`config.mk`:
```
export PLATFORM = sky130hd
export DESIGN_NAME = letter_union_find_equivalence
export DESIGN_NICKNAME = d
export VERILOG_FILES = /design/src/rtl/lufe_pkg.sv /design/src/rtl/lufe_store.sv /design/src/rtl/lufe_ctrl.sv /design/src/rtl/letter_union_find_equivalence.sv
export VERILOG_INCLUDE_DIRS = /design/src /design/src/rtl
export SDC_FILE = /design/constraint.sdc
export NUM_CORES = 1
export LEC_CHECK = 0
export CAP_MARGIN = 10
export CORE_UTILIZATION = 30
export CTS_CLUSTER_SIZE = 12
export DETAILED_ROUTE_END_ITERATION = 12
export DONT_BUFFER_PORTS = 1
export SLEW_MARGIN = 20
export SYNTH_ARGS = -nofsm -noshare
export SYNTH_HDL_FRONTEND = slang
export SYNTH_SLANG_ARGS = --single-unit
export TNS_END_PERCENT = 100
```
`constraint.sdc`:
```
create_clock -name clk -period 7.4 [get_ports clk]
set_input_delay 1.11 -clock clk [delete_from_list [all_inputs] [get_ports clk]]
set_output_delay 1.11 -clock clk [all_outputs]
set_load 0.05 [all_outputs]
```
`src/rtl/letter_union_find_equivalence_defines.svh`:
```
// Assertion macros for the letter union-find equivalence block.
`ifndef LETTER_UNION_FIND_EQUIVALENCE_DEFINES_SVH
`define LETTER_UNION_FIND_EQUIVALENCE_DEFINES_SVH

`ifndef ASSERT_OFF
// Property must hold at every clock edge outside reset.
`define LUFE_ASSERT(label, prop, msg) \
  label: assert property (@(posedge clk) disable iff (rst) (prop)) else $error(msg);
// Condition must never be true outside reset.
`define LUFE_NEVER(label, cond, msg) \
  label: assert property (@(posedge clk) disable iff (rst) !(cond)) else $error(msg);
`else
`define LUFE_ASSERT(label, prop, msg)
`define LUFE_NEVER(label, cond, msg)
`endif

`endif

```
`src/rtl/lufe_pkg.sv`:
```
// Shared types and constants for the letter union-find equivalence block.
package lufe_pkg;

  // Letter index width on the ports and on internal links
  localparam int unsigned LW = 5;
  // Set size width and saturation value
  localparam int unsigned SIZE_W = 5;
  localparam logic [SIZE_W-1:0] SIZE_MAX = 5'd31;

  // Transaction kinds; code 3 is unused and ignored
  typedef enum logic [1:0] {
    ACT_UNITE    = 2'd0,
    ACT_QUERY    = 2'd1,
    ACT_MISMATCH = 2'd2
  } act_t;

  // Sequencer states
  typedef enum logic [2:0] {
    ST_IDLE,
    ST_FIND,
    ST_COMPRESS,
    ST_SIZE_RD,
    ST_MERGE
  } state_t;

  // Request from the sequencer to the link/size store
  typedef struct packed {
    logic [LW-1:0]     par_raddr;
    logic              par_we;
    logic [LW-1:0]     par_waddr;
    logic [LW-1:0]     par_wdata;
    logic [LW-1:0]     size_raddr;
    logic              size_we;
    logic [LW-1:0]     size_waddr;
    logic [SIZE_W-1:0] size_wdata;
  } store_req_t;

endpackage

```
`src/rtl/lufe_store.sv`:
```
// Parent-link and set-size register files, one read and one write port each.
module lufe_store #(
  parameter int unsigned ALPHABET = 26
) (
  input  logic                            clk,
  input  logic                            rst,
  input  lufe_pkg::store_req_t            req,
  output logic [lufe_pkg::LW-1:0]         par_rdata,
  output logic [lufe_pkg::SIZE_W-1:0]     size_rdata
);

  localparam int unsigned IW = $clog2(ALPHABET);

  logic [IW-1:0]               parent [ALPHABET];
  logic [lufe_pkg::SIZE_W-1:0] size   [ALPHABET];

  // Reset makes every letter its own singleton set
  always_ff @(posedge clk) begin
    if (rst) begin
      for (int i = 0; i < ALPHABET; i++) begin
        parent[i] <= IW'(i);
        size[i]   <= lufe_pkg::SIZE_W'(1);
      end
    end else begin
      if (req.par_we) begin
        parent[req.par_waddr[IW-1:0]] <= req.par_wdata[IW-1:0];
      end
      if (req.size_we) begin
        size[req.size_waddr[IW-1:0]] <= req.size_wdata;
      end
    end
  end

  // Combinational read ports
  assign par_rdata  = lufe_pkg::LW'(parent[req.par_raddr[IW-1:0]]);
  assign size_rdata = size[req.size_raddr[IW-1:0]];

endmodule

```
`src/rtl/lufe_ctrl.sv`:
```
// Sequencer: root walk, path compression, union by size and match flag.
module lufe_ctrl #(
  parameter int unsigned ALPHABET = 26
) (
  input  logic                        clk,
  input  logic                        rst,
  input  logic                        start,
  input  logic [1:0]                  action,
  input  logic [lufe_pkg::LW-1:0]     letter_a,
  input  logic [lufe_pkg::LW-1:0]     letter_b,
  input  logic                        skip,
  input  logic                        last,
  input  logic [lufe_pkg::LW-1:0]     par_rdata,
  input  logic [lufe_pkg::SIZE_W-1:0] size_rdata,
  output lufe_pkg::store_req_t        req,
  output logic                        busy,
  output logic                        answer,
  output logic                        done
);

  localparam int unsigned LW = lufe_pkg::LW;
  localparam int unsigned SW = lufe_pkg::SIZE_W;

  lufe_pkg::state_t state, state_next;
  lufe_pkg::act_t   act_in;

  logic          accept;
  logic          in_range;
  logic          walk;
  logic          flag, flag_next;
  logic          emit, emit_val;
  logic          op_unite, last_q, which;
  logic [LW-1:0] cur, node, ra, rb, b_q, root_sel;
  logic [SW-1:0] size_a;
  logic [SW:0]   size_sum;
  logic [SW-1:0] size_sat;
  logic          at_root, node_done;

  assign act_in    = lufe_pkg::act_t'(action);
  assign busy      = (state != lufe_pkg::ST_IDLE);
  assign accept    = start && !busy;
  assign in_range  = ({1'b0, letter_a} < (LW + 1)'(ALPHABET)) &&
                     ({1'b0, letter_b} < (LW + 1)'(ALPHABET));
  // Item needs the tree walk
  assign walk      = !skip && in_range &&
                     (act_in == lufe_pkg::ACT_UNITE || act_in == lufe_pkg::ACT_QUERY);
  assign root_sel  = which ? rb : ra;
  // Compare units: link equals self during find; node reached root in compression
  assign at_root   = (par_rdata == cur);
  assign node_done = (node == root_sel);
  assign size_sum  = {1'b0, size_a} + {1'b0, size_rdata};
  assign size_sat  = (size_sum > (SW + 1)'(lufe_pkg::SIZE_MAX)) ? lufe_pkg::SIZE_MAX
                                                                 : size_sum[SW-1:0];

  // Next state
  always_comb begin
    state_next = state;
    unique case (state)
      lufe_pkg::ST_IDLE: begin
        if (accept && walk) state_next = lufe_pkg::ST_FIND;
      end
      lufe_pkg::ST_FIND: begin
        if (at_root) state_next = lufe_pkg::ST_COMPRESS;
      end
      lufe_pkg::ST_COMPRESS: begin
        if (node_done) begin
          if (!which) state_next = lufe_pkg::ST_FIND;
          else if (op_unite && (ra != rb)) state_next = lufe_pkg::ST_SIZE_RD;
          else state_next = lufe_pkg::ST_IDLE;
        end
      end
      lufe_pkg::ST_SIZE_RD: state_next = lufe_pkg::ST_MERGE;
      lufe_pkg::ST_MERGE:   state_next = lufe_pkg::ST_IDLE;
      default:              state_next = lufe_pkg::ST_IDLE;
    endcase
  end

  // Store requests, result and match flag
  always_comb begin
    req       = '0;
    emit      = 1'b0;
    emit_val  = 1'b0;
    flag_next = flag;
    unique case (state)
      lufe_pkg::ST_IDLE: begin
        if (accept && !walk) begin
          unique case (act_in)
            lufe_pkg::ACT_QUERY: begin
              if (last) begin
                emit      = 1'b1;
                emit_val  = flag && (skip || in_range);
                flag_next = 1'b1;
              end else begin
                flag_next = flag && (skip || in_range);
              end
            end
            lufe_pkg::ACT_MISMATCH: begin
              emit      = 1'b1;
              emit_val  = 1'b0;
              flag_next = 1'b1;
            end
            default: ;
          endcase
        end
      end
      lufe_pkg::ST_FIND: begin
        req.par_raddr = cur;
      end
      lufe_pkg::ST_COMPRESS: begin
        req.par_raddr = node;
        if (!node_done) begin
          req.par_we    = 1'b1;
          req.par_waddr = node;
          req.par_wdata = root_sel;
        end else if (which && !op_unite) begin
          if (last_q) begin
            emit      = 1'b1;
            emit_val  = flag && (ra == rb);
            flag_next = 1'b1;
          end else begin
            flag_next = flag && (ra == rb);
          end
        end
      end
      lufe_pkg::ST_SIZE_RD: begin
        req.size_raddr = ra;
      end
      lufe_pkg::ST_MERGE: begin
        req.size_raddr = rb;
        req.par_we     = 1'b1;
        req.size_we    = 1'b1;
        req.size_wdata = size_sat;
        if (size_a < size_rdata) begin
          req.par_waddr  = ra;
          req.par_wdata  = rb;
          req.size_waddr = rb;
        end else begin
          req.par_waddr  = rb;
          req.par_wdata  = ra;
          req.size_waddr = ra;
        end
      end
      default: ;
    endcase
  end

  // Control registers
  always_ff @(posedge clk) begin
    if (rst) begin
      state <= lufe_pkg::ST_IDLE;
      flag  <= 1'b1;
      done  <= 1'b0;
    end else begin
      state <= state_next;
      flag  <= flag_next;
      done  <= emit;
    end
  end

  // Walk pointers and captured operands
  always_ff @(posedge clk) begin
    answer <= emit_val;
    unique case (state)
      lufe_pkg::ST_IDLE: begin
        if (accept) begin
          op_unite <= (act_in == lufe_pkg::ACT_UNITE);
          last_q   <= last;
          which    <= 1'b0;
          cur      <= letter_a;
          node     <= letter_a;
          b_q      <= letter_b;
        end
      end
      lufe_pkg::ST_FIND: begin
        if (at_root) begin
          if (which) rb <= cur;
          else ra <= cur;
        end else begin
          cur <= par_rdata;
        end
      end
      lufe_pkg::ST_COMPRESS: begin
        if (!node_done) begin
          node <= par_rdata;
        end else if (!which) begin
          which <= 1'b1;
          cur   <= b_q;
          node  <= b_q;
        end
      end
      lufe_pkg::ST_SIZE_RD: size_a <= size_rdata;
      default: ;
    endcase
  end

endmodule

```
`src/rtl/letter_union_find_equivalence.sv`:
```
// Top level of the letter union-find equivalence engine.
//
// Usage: drive action, letter_a, letter_b, skip and last with start high; the
// transaction is taken at a clock edge where start is high and busy is low.
// Action 0 unites the sets of two letters (union by size, path compression),
// action 1 feeds one letter pair of a query, action 2 reports a length mismatch.
// A query answer appears on answer for exactly one cycle with done high; the
// receiver cannot stall it, and the block never stalls on the output side.
// Sequence: find walks one parent link per cycle until it reads a root, then
// compression rewrites one path node per cycle until it reaches the root; this
// runs for letter_a then letter_b. A unite of two distinct roots adds a size
// read and a merge step. Union by size keeps every tree within four links;
// the single parent-link read port sets the pace. Skipped, out-of-range and
// mismatch transactions finish in the accept cycle, with any answer on the
// following cycle. busy is high while an item is worked on; one item at a
// time.
// Reset (synchronous, rst high) makes every letter its own set of size one and
// arms the match flag; no clearing pass is needed.
`include "letter_union_find_equivalence_defines.svh"

module letter_union_find_equivalence #(
  parameter int unsigned ALPHABET = 26
) (
  input  logic                    clk,
  input  logic                    rst,
  input  logic                    start,
  output logic                    busy,
  input  logic [1:0]              action,
  input  logic [lufe_pkg::LW-1:0] letter_a,
  input  logic [lufe_pkg::LW-1:0] letter_b,
  input  logic                    skip,
  input  logic                    last,
  output logic                    answer,
  output logic                    done
);

  lufe_pkg::store_req_t            req;
  logic [lufe_pkg::LW-1:0]         par_rdata;
  logic [lufe_pkg::SIZE_W-1:0]     size_rdata;

  // Sequencer
  lufe_ctrl #(.ALPHABET(ALPHABET)) u_ctrl (
    .clk        (clk),
    .rst        (rst),
    .start      (start),
    .action     (action),
    .letter_a   (letter_a),
    .letter_b   (letter_b),
    .skip       (skip),
    .last       (last),
    .par_rdata  (par_rdata),
    .size_rdata (size_rdata),
    .req        (req),
    .busy       (busy),
    .answer     (answer),
    .done       (done)
  );

  // Link and size storage
  lufe_store #(.ALPHABET(ALPHABET)) u_store (
    .clk        (clk),
    .rst        (rst),
    .req        (req),
    .par_rdata  (par_rdata),
    .size_rdata (size_rdata)
  );

  // A result always ends an item: the engine is free when it is reported
  `LUFE_NEVER(a_done_busy, done && busy, "result reported while still busy")
  // A result follows either work in progress or a freshly taken transaction
  `LUFE_ASSERT(a_done_cause, done |-> $past(busy || start), "result without a transaction")
  // Store is written only while an item is being worked on
  `LUFE_NEVER(a_idle_write, !busy && (req.par_we || req.size_we), "store write while idle")

endmodule

```
==> run metrics, run 1 <==
number of distinct library cells after synthesis=82; Gate Count Post-Synth=1685; Final Cycle Share=90.33%; total track usage=15.85%; internal power=3399 µW; most common cell after layout, fill and taps aside=edfxtp_1; Initial Utilization=a little under a third; Total Wirelength=just under 50 mm; largest net degree at the start of global routing=69; CTS Buf Count=39; largest family of logic cells by synthesized area=simple AND/OR/NAND/NOR gates; Synth Warn #=0; mux contribution to synthesized area=4.857%; kind of start point of the critical path=register; CTS tree=done; Synth area leaders=edfxtp_1 59%, nand2_1 6.4%, nor2_1 4.1%; share of cells above drive strength 1=9.134%; dpl hpwl=31.76 mm; Sink Count=359; global route total overflow=0; Setup crit end kind=register; # setup viols final=0; Mapped Nets=roughly 1700; clock network fraction of design power=a little over two fifths; max frequency=149.6 MHz; Post-DRT Antenna Nets=0; leak pwr=0.006738 µW; TritonRoute pass-1 iters=9; Worst IR Drop VDD=around 220 µV; Compound-Gate Fraction of Synth Area=9.270%; Iteration-0 DRC Markers=1359; number of global-route vias before repair=12720; Total Die Area=0.06118 mm²; Final Hold Fails=0; Sw Share=21.42%; row cnt=89; CTS hold repair buffers=0; detailed-route via count=13050; P_sw=around 930 µW; Max Slew Vio Count=0; H-tree depth=2; top_reg_cell synth=edfxtp_1; Reg2Reg Setup Slack=slightly above 0.7 ns; sequential area share after synthesis=59.36%; largest fanout on the critical path=24; post-cts repair resize count=0; most frequent cells in the layout=353 x edfxtp_1, 307 x nand2_1, 196 x nor2_1; synthesized area=0.01806 mm²; diode count=0; worst path required time=7.62 ns; first-pass GRT wire length=approximately 75 mm; max cap viols=0; clock-pin slew on the worst setup and hold paths=0.06 ns; Port Buffers=0; Synth top area share=58.70%; Root Driver=clkbuf_16; fraction of the mapped netlist area in adder cells=1.012%; placer congestion estimate=0.8501; failing checks=design-rule violations; Slew @ Worst Pin=1.054 ns; RSZ-0062 raised after global routing=false; Clock Latency Late Sink=~0.54 ns; Slew headroom=29.59%; Fin Hold WS=0.5170 ns; status=complete, but fails checks; Post-Synth XOR/XNOR Area=less than 1%; DIE HEIGHT=247.3 µm; Clock Skew=0.01500 ns; WS Path Type=reg2reg; FFs w/ async S/R, synth=0%; Avg Cell Area, Syn=10.72 µm²; Flop pwr share=approximately 53%; #FFs+latches synth=359; DRC=2; post-layout min period=6.684 ns; number of flops mapped to enable cells by yosys=353; I/O Pins=20; Worst EP arrival=slightly below 7 ns; initial antenna violation count=0; area of the core=a little under 0.06 mm²; area delta synth->final=11.11%; cell area power density=215.6 mW/mm²; Yosys top cell by area=edfxtp_1; clk buf depth=3; Post-CTS Setup Bufs=0; post-synthesis simple-gate area fraction=21.15%; die extent in x=roughly 250 µm; vias per cell=5.332; fin nets=around 1700; WL/cell=a little under 20 µm; combinational cell fraction of total power=4.1%; setup TNS=0 ns; Tightest Hold Check Type=reg2reg
## cell families after synthesis
kind of cell / Yosys count
buf+inv: 149
compound gates: 250
mux: 86
flops: 359
fa+ha+maj: 14
simple gates: 811
xor+xnor: 16
## metrics by stage
| stage | power (µW) | setup slack [ns] | utilization, % | instances | cell area (µm²) |
|---|---|---|---|---|---|
| 6_report | 4326 | 0.7158 | 33.87 | 2448 | 20060 |
| 5_1_grt | 4460 | 0.3020 | 33.87 | 2448 | 20060 |
| 3_5_place_dp | 2517 | 0.7996 | 31.87 | 2383 | 18880 |
| 4_1_cts | 4359 | 0.7990 | 33.85 | 2448 | 20050 |
| 3_3_place_gp | 2512 | 1.033 | 31.87 | 2383 | 18880 |
| 2_1_floorplan | 2467 | 1.683 | - | 1685 | 18060 |
## layout make-up
cell class                      instances  area (µm²)
Inverter                               30       112.6
Sequential cell                       359       10720
Tap cell                              773       967.2
Fill cell                            5962       39180
Timing Repair Buffer                   44       330.3
Multi-Input combinational cell       1177        6759
Clock buffer                           53        1091
Clock inverter                         12       83.83
## Yosys cell counts (all sizes together) (5+ instances only)
cell type / number
edfxtp: 353
a211oi: 5
o21a: 5
a22o: 9
or2: 21
a221oi: 9
or3b: 7
nand4: 14
o211ai: 7
nand3: 96
mux2i: 73
xor2: 6
clkbuf: 82
a21o: 11
a311oi: 12
ha: 13
a21oi: 63
nand2: 307
a31oi: 17
mux2: 13
and2: 20
and3: 18
nor4: 23
xnor2: 10
o21ai: 41
o22ai: 19
dfxtp: 6
nand2b: 50
nor3: 18
and4bb: 5
a22oi: 22
or3: 5
or4: 7
buf: 37
inv: 30
nor2: 199
## metal layers
layer | track usage (%) | wire length, µm | up-vias
met1 | 21.51 | 20550 | 6389
met4 | 5.359 | 1335 | 0
li1 | - | - | 6038
met5 | 0 | 0 | -
met2 | 25.61 | 22830 | 537
met3 | 2.563 | 3905 | 88
## critical path, stage by stage, from the launching register on
cell and delay [ns]:
dfxtp_1 0.64, and3b_1 0.45, a22oi_2 0.74, buf_4 0.41
nand2_1 0.08, and3_1 0.18, a311oi_1 0.34, a31oi_1 0.10
a211oi_1 0.28, a21o_1 0.17, ha_1 0.16, nor2b_1 0.04
o21bai_1 0.13, a21oi_1 0.11, o21ba_2 0.24, nor2_2 0.41
mux2i_1 0.60, and4b_1 0.72, nand2_1 0.26, nand2b_1 0.29
## final timing paths
kind                    from                  to  cells past startpoint
max          u_ctrl.state[2]  u_store.size[0][3]                     19
min              u_ctrl.flag         u_ctrl.flag                      1
max reg2reg  u_ctrl.state[2]  u_store.size[0][3]                     19
min reg2reg      u_ctrl.flag         u_ctrl.flag                      1
## registers in the layout (all words and copies together), names as in the netlist, 3 cells and up
name            cells
u_ctrl.b_q          5
u_ctrl.cur          5
u_ctrl.node         5
u_ctrl.ra           5
u_ctrl.rb           5
u_ctrl.size_a       5
u_ctrl.state        3
u_store.parent    160
u_store.size      160
## power by group through the flow
| stage | sequential, µW | combinational (µW) | clock, µW |
|---|---|---|---|
| floorplan | 2330 | 140 | 0 |
| global placement | 2340 | 170 | 0 |
| detailed placement | 2340 | 174 | 0 |
| CTS | 2300 | 175 | 1880 |
| global route | 2300 | 194 | 1960 |
| finish | 2300 | 176 | 1850 |
Note: power is estimated with default switching activity, not from simulation.
==> run 2, diff against run 1 <==
Settings changed: PLACE_DENSITY set to 0.43.
==> run 2 against run 1 <==
Effect of this change: the run now ends clean; global-route usage grew 2.7 points; total power grew 9.5%; maximum frequency fell by 2.1%; sequential share of layout area decreased by 1.1 points; non-clock buffer count rose by 6; first-iteration DRC count decreased by 34%; clock skew is 0.012 ns higher; critical endpoint is now u_store.parent[15][0]; highest routed layer unchanged.
==> run metrics, run 2 (synthesis results as in run 1) <==
internal power=3697 µW (was 3399 µW); Final Hold Fails=0 (unchanged); CP delay by family, top=simple AND/OR/NAND/NOR gates (unchanged); I/O Pins=20 (unchanged); CP most frequent cell=a21oi_1 (was nand2_1); share of cells above drive strength 1=10.78% (was 9.134%); Port Buffers=0 (unchanged); WL/cell=22.66 µm (was 19.86 µm); Sink Count=359 (unchanged); Flop pwr share=48.6% (was 53.2%); Total Wirelength=55.97 mm (was 48.62 mm); Worst path max stage delay=0.95 ns (was 0.74 ns); RSZ-0062 raised after global routing=false (unchanged); most frequent cells in the layout=353 x edfxtp_1, 307 x nand2_1, 196 x nor2_1 (unchanged); kind of start point of the critical path=register (unchanged); Tightest Hold Check Type=reg2reg (unchanged); dpl hpwl=36.83 mm (was 31.76 mm); clock-pin slew on the worst setup and hold paths=0.06 ns (about the same); Worst EP arrival=7.10 ns (was 6.91 ns); first-pass GRT wire length=85.22 mm (was 74.63 mm); Max Slew Vio Count=0 (unchanged); setup TNS=0 ns (unchanged); worst path required time=7.68 ns (was 7.62 ns); area of the core=0.05924 mm² (unchanged); Root Driver=clkbuf_16 (unchanged); Initial Utilization=30.48% (unchanged); CTS tree=done (unchanged); number of buffers and inverters on the critical path=1 (unchanged); Setup crit end kind=register (unchanged); detailed-route via count=13020 (was 13050); Final Cycle Share=92.22% (was 90.33%); number of global-route vias before repair=13170 (was 12720); post-cts repair resize count=0 (unchanged); Clock Skew=0.02743 ns (was 0.01500 ns); cell area power density=231.3 mW/mm² (was 215.6 mW/mm²); row cnt=89 (unchanged); max cap viols=0 (unchanged); placer congestion estimate=0.8331 (was 0.8501); WS Path Type=reg2reg (unchanged); TritonRoute pass-1 iters=5 (was 9); status=finished, final reports clean (was complete, but fails checks); Slew @ Worst Pin=1.091 ns (was 1.054 ns); largest net degree at the start of global routing=69 (unchanged); Clock Latency Late Sink=0.58 ns (was 0.54 ns); largest fanout on the critical path=28 (was 24); biggest regs=u_store.parent (160), u_store.size (160) (unchanged); leak pwr=0.006926 µW (was 0.006738 µW); initial antenna violation count=0 (unchanged); Sw Share=21.96% (was 21.42%); clk buf depth=3 (unchanged); clock network fraction of design power=47.5% (was 42.7%); Total Die Area=0.06118 mm² (unchanged); vias per cell=5.270 (was 5.332); combinational cell fraction of total power=3.9% (was 4.1%); die extent in x=247.3 µm (unchanged); CTS Buf Count=44 (was 39); post-layout min period=6.825 ns (was 6.684 ns); Fin Hold WS=0.5155 ns (was 0.5170 ns); max frequency=146.5 MHz (was 149.6 MHz); H-tree depth=2 (unchanged); global route total overflow=0 (unchanged); most common cell after layout, fill and taps aside=edfxtp_1 (unchanged); Iteration-0 DRC Markers=898 (was 1359); CTS hold repair buffers=0 (unchanged); Worst IR Drop VDD=150.1 µV (was 215.8 µV); fin nets=1693 (was 1682); Slew headroom=27.26% (was 29.59%); Post-DRT Antenna Nets=0 (unchanged); # setup viols final=0 (unchanged); P_sw=1040 µW (was 926.8 µW); worst path cell trace=nor3b_2, a22o_2, buf_4, nand2_1, nand3_1, a21oi_1, a21oi_1, o21ai_0, mux2_2, ha_1, nor2b_1, o21bai_1, a21oi_1, o21ba_2, nor2_2, mux2i_1, o21a_1, nor4_1, or2_2 (was and3b_1, a22oi_2, buf_4, nand2_1, and3_1, a311oi_1, a31oi_1, a211oi_1, a21o_1, ha_1, nor2b_1, o21bai_1, a21oi_1, o21ba_2, nor2_2, mux2i_1, and4b_1, nand2_1, nand2b_1); DIE HEIGHT=247.3 µm (unchanged); critical-path cell with the highest stage delay=nor4_1 (was a22oi_2); Post-CTS Setup Bufs=0 (unchanged); diode count=0 (unchanged); total track usage=18.59% (was 15.85%); end-of-flow core utilization=34.57% (was 33.87%); DRC=0 (was 2); area delta synth->final=13.42% (was 11.11%)
## run 2: cell type report
| class | instances | area, µm² |
|---|---|---|
| Clock inverter | 29 | 332.8 |
| Fill cell | 6000 | 38760 |
| Sequential cell | 359 | 10720 |
| Clock buffer | 52 | 1152 |
| Tap cell | 773 | 967.2 |
| Timing Repair Buffer | 50 | 412.9 |
| Multi-Input combinational cell | 1177 | 6784 |
| Inverter | 30 | 112.6 |
## run 2: worst register-to-register path: stages (launching register included)
cell,delay [ns]
dfxtp_1,0.63
nor3b_2,0.53
a22o_2,0.68
buf_4,0.46
nand2_1,0.09
nand3_1,0.10
a21oi_1,0.08
a21oi_1,0.17
o21ai_0,0.13
mux2_2,0.33
ha_1,0.28
nor2b_1,0.13
o21bai_1,0.13
a21oi_1,0.11
o21ba_2,0.24
nor2_2,0.40
mux2i_1,0.18
o21a_1,0.59
nor4_1,0.95
or2_2,0.33
## run 2: path summary, 6_finish.rpt
kind                   start                    end  slack, ns  cells after the start
max reg2reg  u_ctrl.state[2]  u_store.parent[15][0]       0.58                     19
min              u_ctrl.flag            u_ctrl.flag       0.52                      1
min reg2reg      u_ctrl.flag            u_ctrl.flag       0.52                      1
max          u_ctrl.state[2]  u_store.parent[15][0]       0.58                     19
## run 2: stage by stage
step           area, µm²  worst slack (ns)  cells  power [µW]
5_1_grt            20480           0.02801   2470        4874
2_1_floorplan      18060             1.683   1685        2467
3_3_place_gp       18970            0.6738   2389        2527
6_report           20480            0.5754   2470        4737
4_1_cts            20460            0.4312   2470        4781
3_5_place_dp       18970            0.4597   2389        2528
## run 2: metal layers
metal  share of wire [%]  GRT usage, %
met1                  45         24.60
met3                 4.3         2.811
met2                  48         30.93
met4                 2.9         6.297
met5                   0             0
## run 2: power by group through the flow
| stage | sequential [µW] | clock, µW | combinational (µW) |
|---|---|---|---|
| 6_report | 2300 | 2250 | 184 |
| 3_5_place_dp | 2340 | 0 | 183 |
| 3_3_place_gp | 2350 | 0 | 182 |
| 2_1_floorplan | 2330 | 0 | 140 |
| 4_1_cts | 2300 | 2290 | 184 |
| 5_1_grt | 2310 | 2370 | 202 |
==> run 3, diff against run 2 <==
Clock period 7.4 ns to 6.9 ns, I/O delays scaled along.
==> run 3 against run 2 <==
Effect of this change: wire length decreased by 0.17%; via count decreased by 0.98%; total power rose by 3.8%; largest power group unchanged; highest routed layer unchanged; clock skew fell by 0.0030 ns; utilization is 0.095 points lower; critical path type unchanged.
==> run metrics, run 3 (synthesis results as in run 1) <==
status=finished, final reports clean (unchanged); Slew headroom=35.41% (was 27.26%); clock-pin slew on the worst setup and hold paths=0.06 ns (about the same); Sink Count=359 (unchanged); diode count=0 (unchanged); Reg area=0.01072 mm² (unchanged); cell area power density=240.7 mW/mm² (was 231.3 mW/mm²); final std cell area, no fill=0.02043 mm² (was 0.02048 mm²); Slew @ Worst Pin=0.9689 ns (was 1.091 ns); detailed-route via count=12890 (was 13020); placer congestion estimate=0.8052 (was 0.8331); I/O Pins=20 (unchanged); Final Non-Filler Cells=2472 (was 2470); largest net degree at the start of global routing=71 (was 69); Port Buffers=0 (unchanged); CTS Buf Count=43 (was 44); vias per cell=5.214 (was 5.270); Tightest Hold Check Type=reg2reg (unchanged); DRC=0 (unchanged); WS Path Type=reg2reg (unchanged); max frequency=155.1 MHz (was 146.5 MHz); Clock Skew=0.02442 ns (was 0.02743 ns); max cap viols=0 (unchanged); clk buf depth=3 (unchanged); WL/cell=22.60 µm (was 22.66 µm); Worst EP arrival=6.73 ns (was 7.10 ns); setup TNS=0 ns (unchanged); largest fanout on the critical path=46 (was 28); Root Driver=clkbuf_16 (unchanged); # setup viols final=0 (unchanged); most frequent cells in the layout=353 x edfxtp_1, 307 x nand2_1, 195 x nor2_1 (was 353 x edfxtp_1, 307 x nand2_1, 196 x nor2_1); # fillers=6028 (was 6000); first-pass GRT wire length=83.90 mm (was 85.22 mm); placed instance area=0.01903 mm² (was 0.01897 mm²); Max Slew Vio Count=0 (unchanged); Total Die Area=0.06118 mm² (unchanged); total track usage=18.47% (was 18.59%); Worst IR Drop VDD=160.5 µV (was 150.1 µV); Setup crit end kind=register (unchanged); Iteration-0 DRC Markers=845 (was 898); biggest regs=u_store.parent (160), u_store.size (160) (unchanged); Power, Total=4916 µW (was 4737 µW); worst path required time=7.18 ns (was 7.68 ns); Final Cycle Share=93.44% (was 92.22%); Final Hold Fails=0 (unchanged); fin nets=1697 (was 1693); dpl hpwl=36.80 mm (was 36.83 mm); global route total overflow=0 (unchanged); leak pwr=0.006906 µW (was 0.006926 µW); Total Wirelength=55.87 mm (was 55.97 mm); number of global-route vias before repair=12870 (was 13170); area of the core=0.05924 mm² (unchanged); Post-DRT Antenna Nets=0 (unchanged); RSZ-0062 raised after global routing=false (unchanged); CTS tree=done (unchanged); TritonRoute pass-1 iters=6 (was 5); Clock Latency Late Sink=0.58 ns (about the same); Post-CTS Setup Bufs=0 (unchanged); post-layout min period=6.447 ns (was 6.825 ns); H-tree depth=2 (unchanged); row cnt=89 (unchanged); area delta synth->final=13.11% (was 13.42%); initial antenna violation count=1 (was 0); most common cell after layout, fill and taps aside=edfxtp_1 (unchanged); Multi-input gate area=0.006805 mm² (was 0.006784 mm²); Placed Cells=2394 (was 2389); kind of start point of the critical path=register (unchanged); die extent in x=247.3 µm (unchanged); share of cells above drive strength 1=10.65% (was 10.78%); DIE HEIGHT=247.3 µm (unchanged); Initial Utilization=30.48% (unchanged)
[run 3: cell count changes in the layout (fill, tap and decap cells not counted), sizes merged]
cell      before  now
clkinv        15   14
clkbuf        52   56
buf           50   55
bufinv         7    4
clkinvlp       4    1
[run 3: timing repair]
| item | in CTS | in global routing |
|---|---|---|
| hold buffers | 0 | 0 |
| setup endpoints to repair | 0 | 108 |
| resized for setup | 0 | 6 |
[run 3: report_power, final]
part / leakage (µW) / internal, µW / total (µW) / switching [µW]
Clock: 0.000661 / 1320 / 2250 / 935
Sequential: 0.00340 / 2440 / 2470 / 30.1
Combinational: 0.00285 / 70.0 / 196 / 126
Total: 0.00691 / 3820 / 4920 / 1090
[run 3: cell type report]
cell class,count,share of cell area [%]
clock inverters,22,1.041
well taps,773,4.735
inverters,30,0.5513
clock buffers,56,5.605
repair buffers,55,2.266
multi-input cells,1177,33.32
flip-flops and latches,359,52.48
[run 3: layer usage]
layer	wire length [µm]	GRT usage, %
met1	24630	24.06
met2	27370	31.40
met3	2470	2.725
met4	1402	5.900
met5	0	0
[run 3: worst max-delay path, cell delays in order (launching register included)]
cell and delay [ns]:
dfxtp_1 0.32, buf_4 0.38, and3b_1 0.21, buf_4 0.23, a22o_2 0.40, buf_12 0.27
nand2_1 0.09, and3_1 0.18, a311oi_1 0.44, a31oi_1 0.14, a211oi_1 0.39, a21o_1 0.17
ha_1 0.17, nor2b_1 0.05, o21bai_1 0.12, a21oi_1 0.10, o21bai_1 0.53, and3_1 0.26
o21ai_0 0.14, a221o_1 0.63, nor4_1 0.62, or2_2 0.30
[run 3: per-stage QoR]
| step | worst slack, ns | hold WS (ns) | utilization [%] |
|---|---|---|---|
| floorplan | 1.183 | 0.4519 | - |
| global placement | 0.1808 | 0.5038 | 32.11 |
| detailed placement | 0.2522 | 0.4967 | 32.13 |
| CTS | 0.2216 | 0.5093 | 34.42 |
| global route | 0.005634 | 0.5192 | 34.48 |
| finish | 0.4526 | 0.5182 | 34.48 |
[run 3: path summary, 6_finish.rpt]
| check | slack, ns | endpoint | start | cells after the start |
|---|---|---|---|---|
| worst max-delay path | 0.45 | u_store.parent[7][3] | u_ctrl.state[1] | 21 |
| worst min-delay path | 0.52 | u_ctrl.flag | u_ctrl.flag | 1 |
| worst max register to register | 0.45 | u_store.parent[7][3] | u_ctrl.state[1] | 21 |
| worst min register to register | 0.52 | u_ctrl.flag | u_ctrl.flag | 1 |
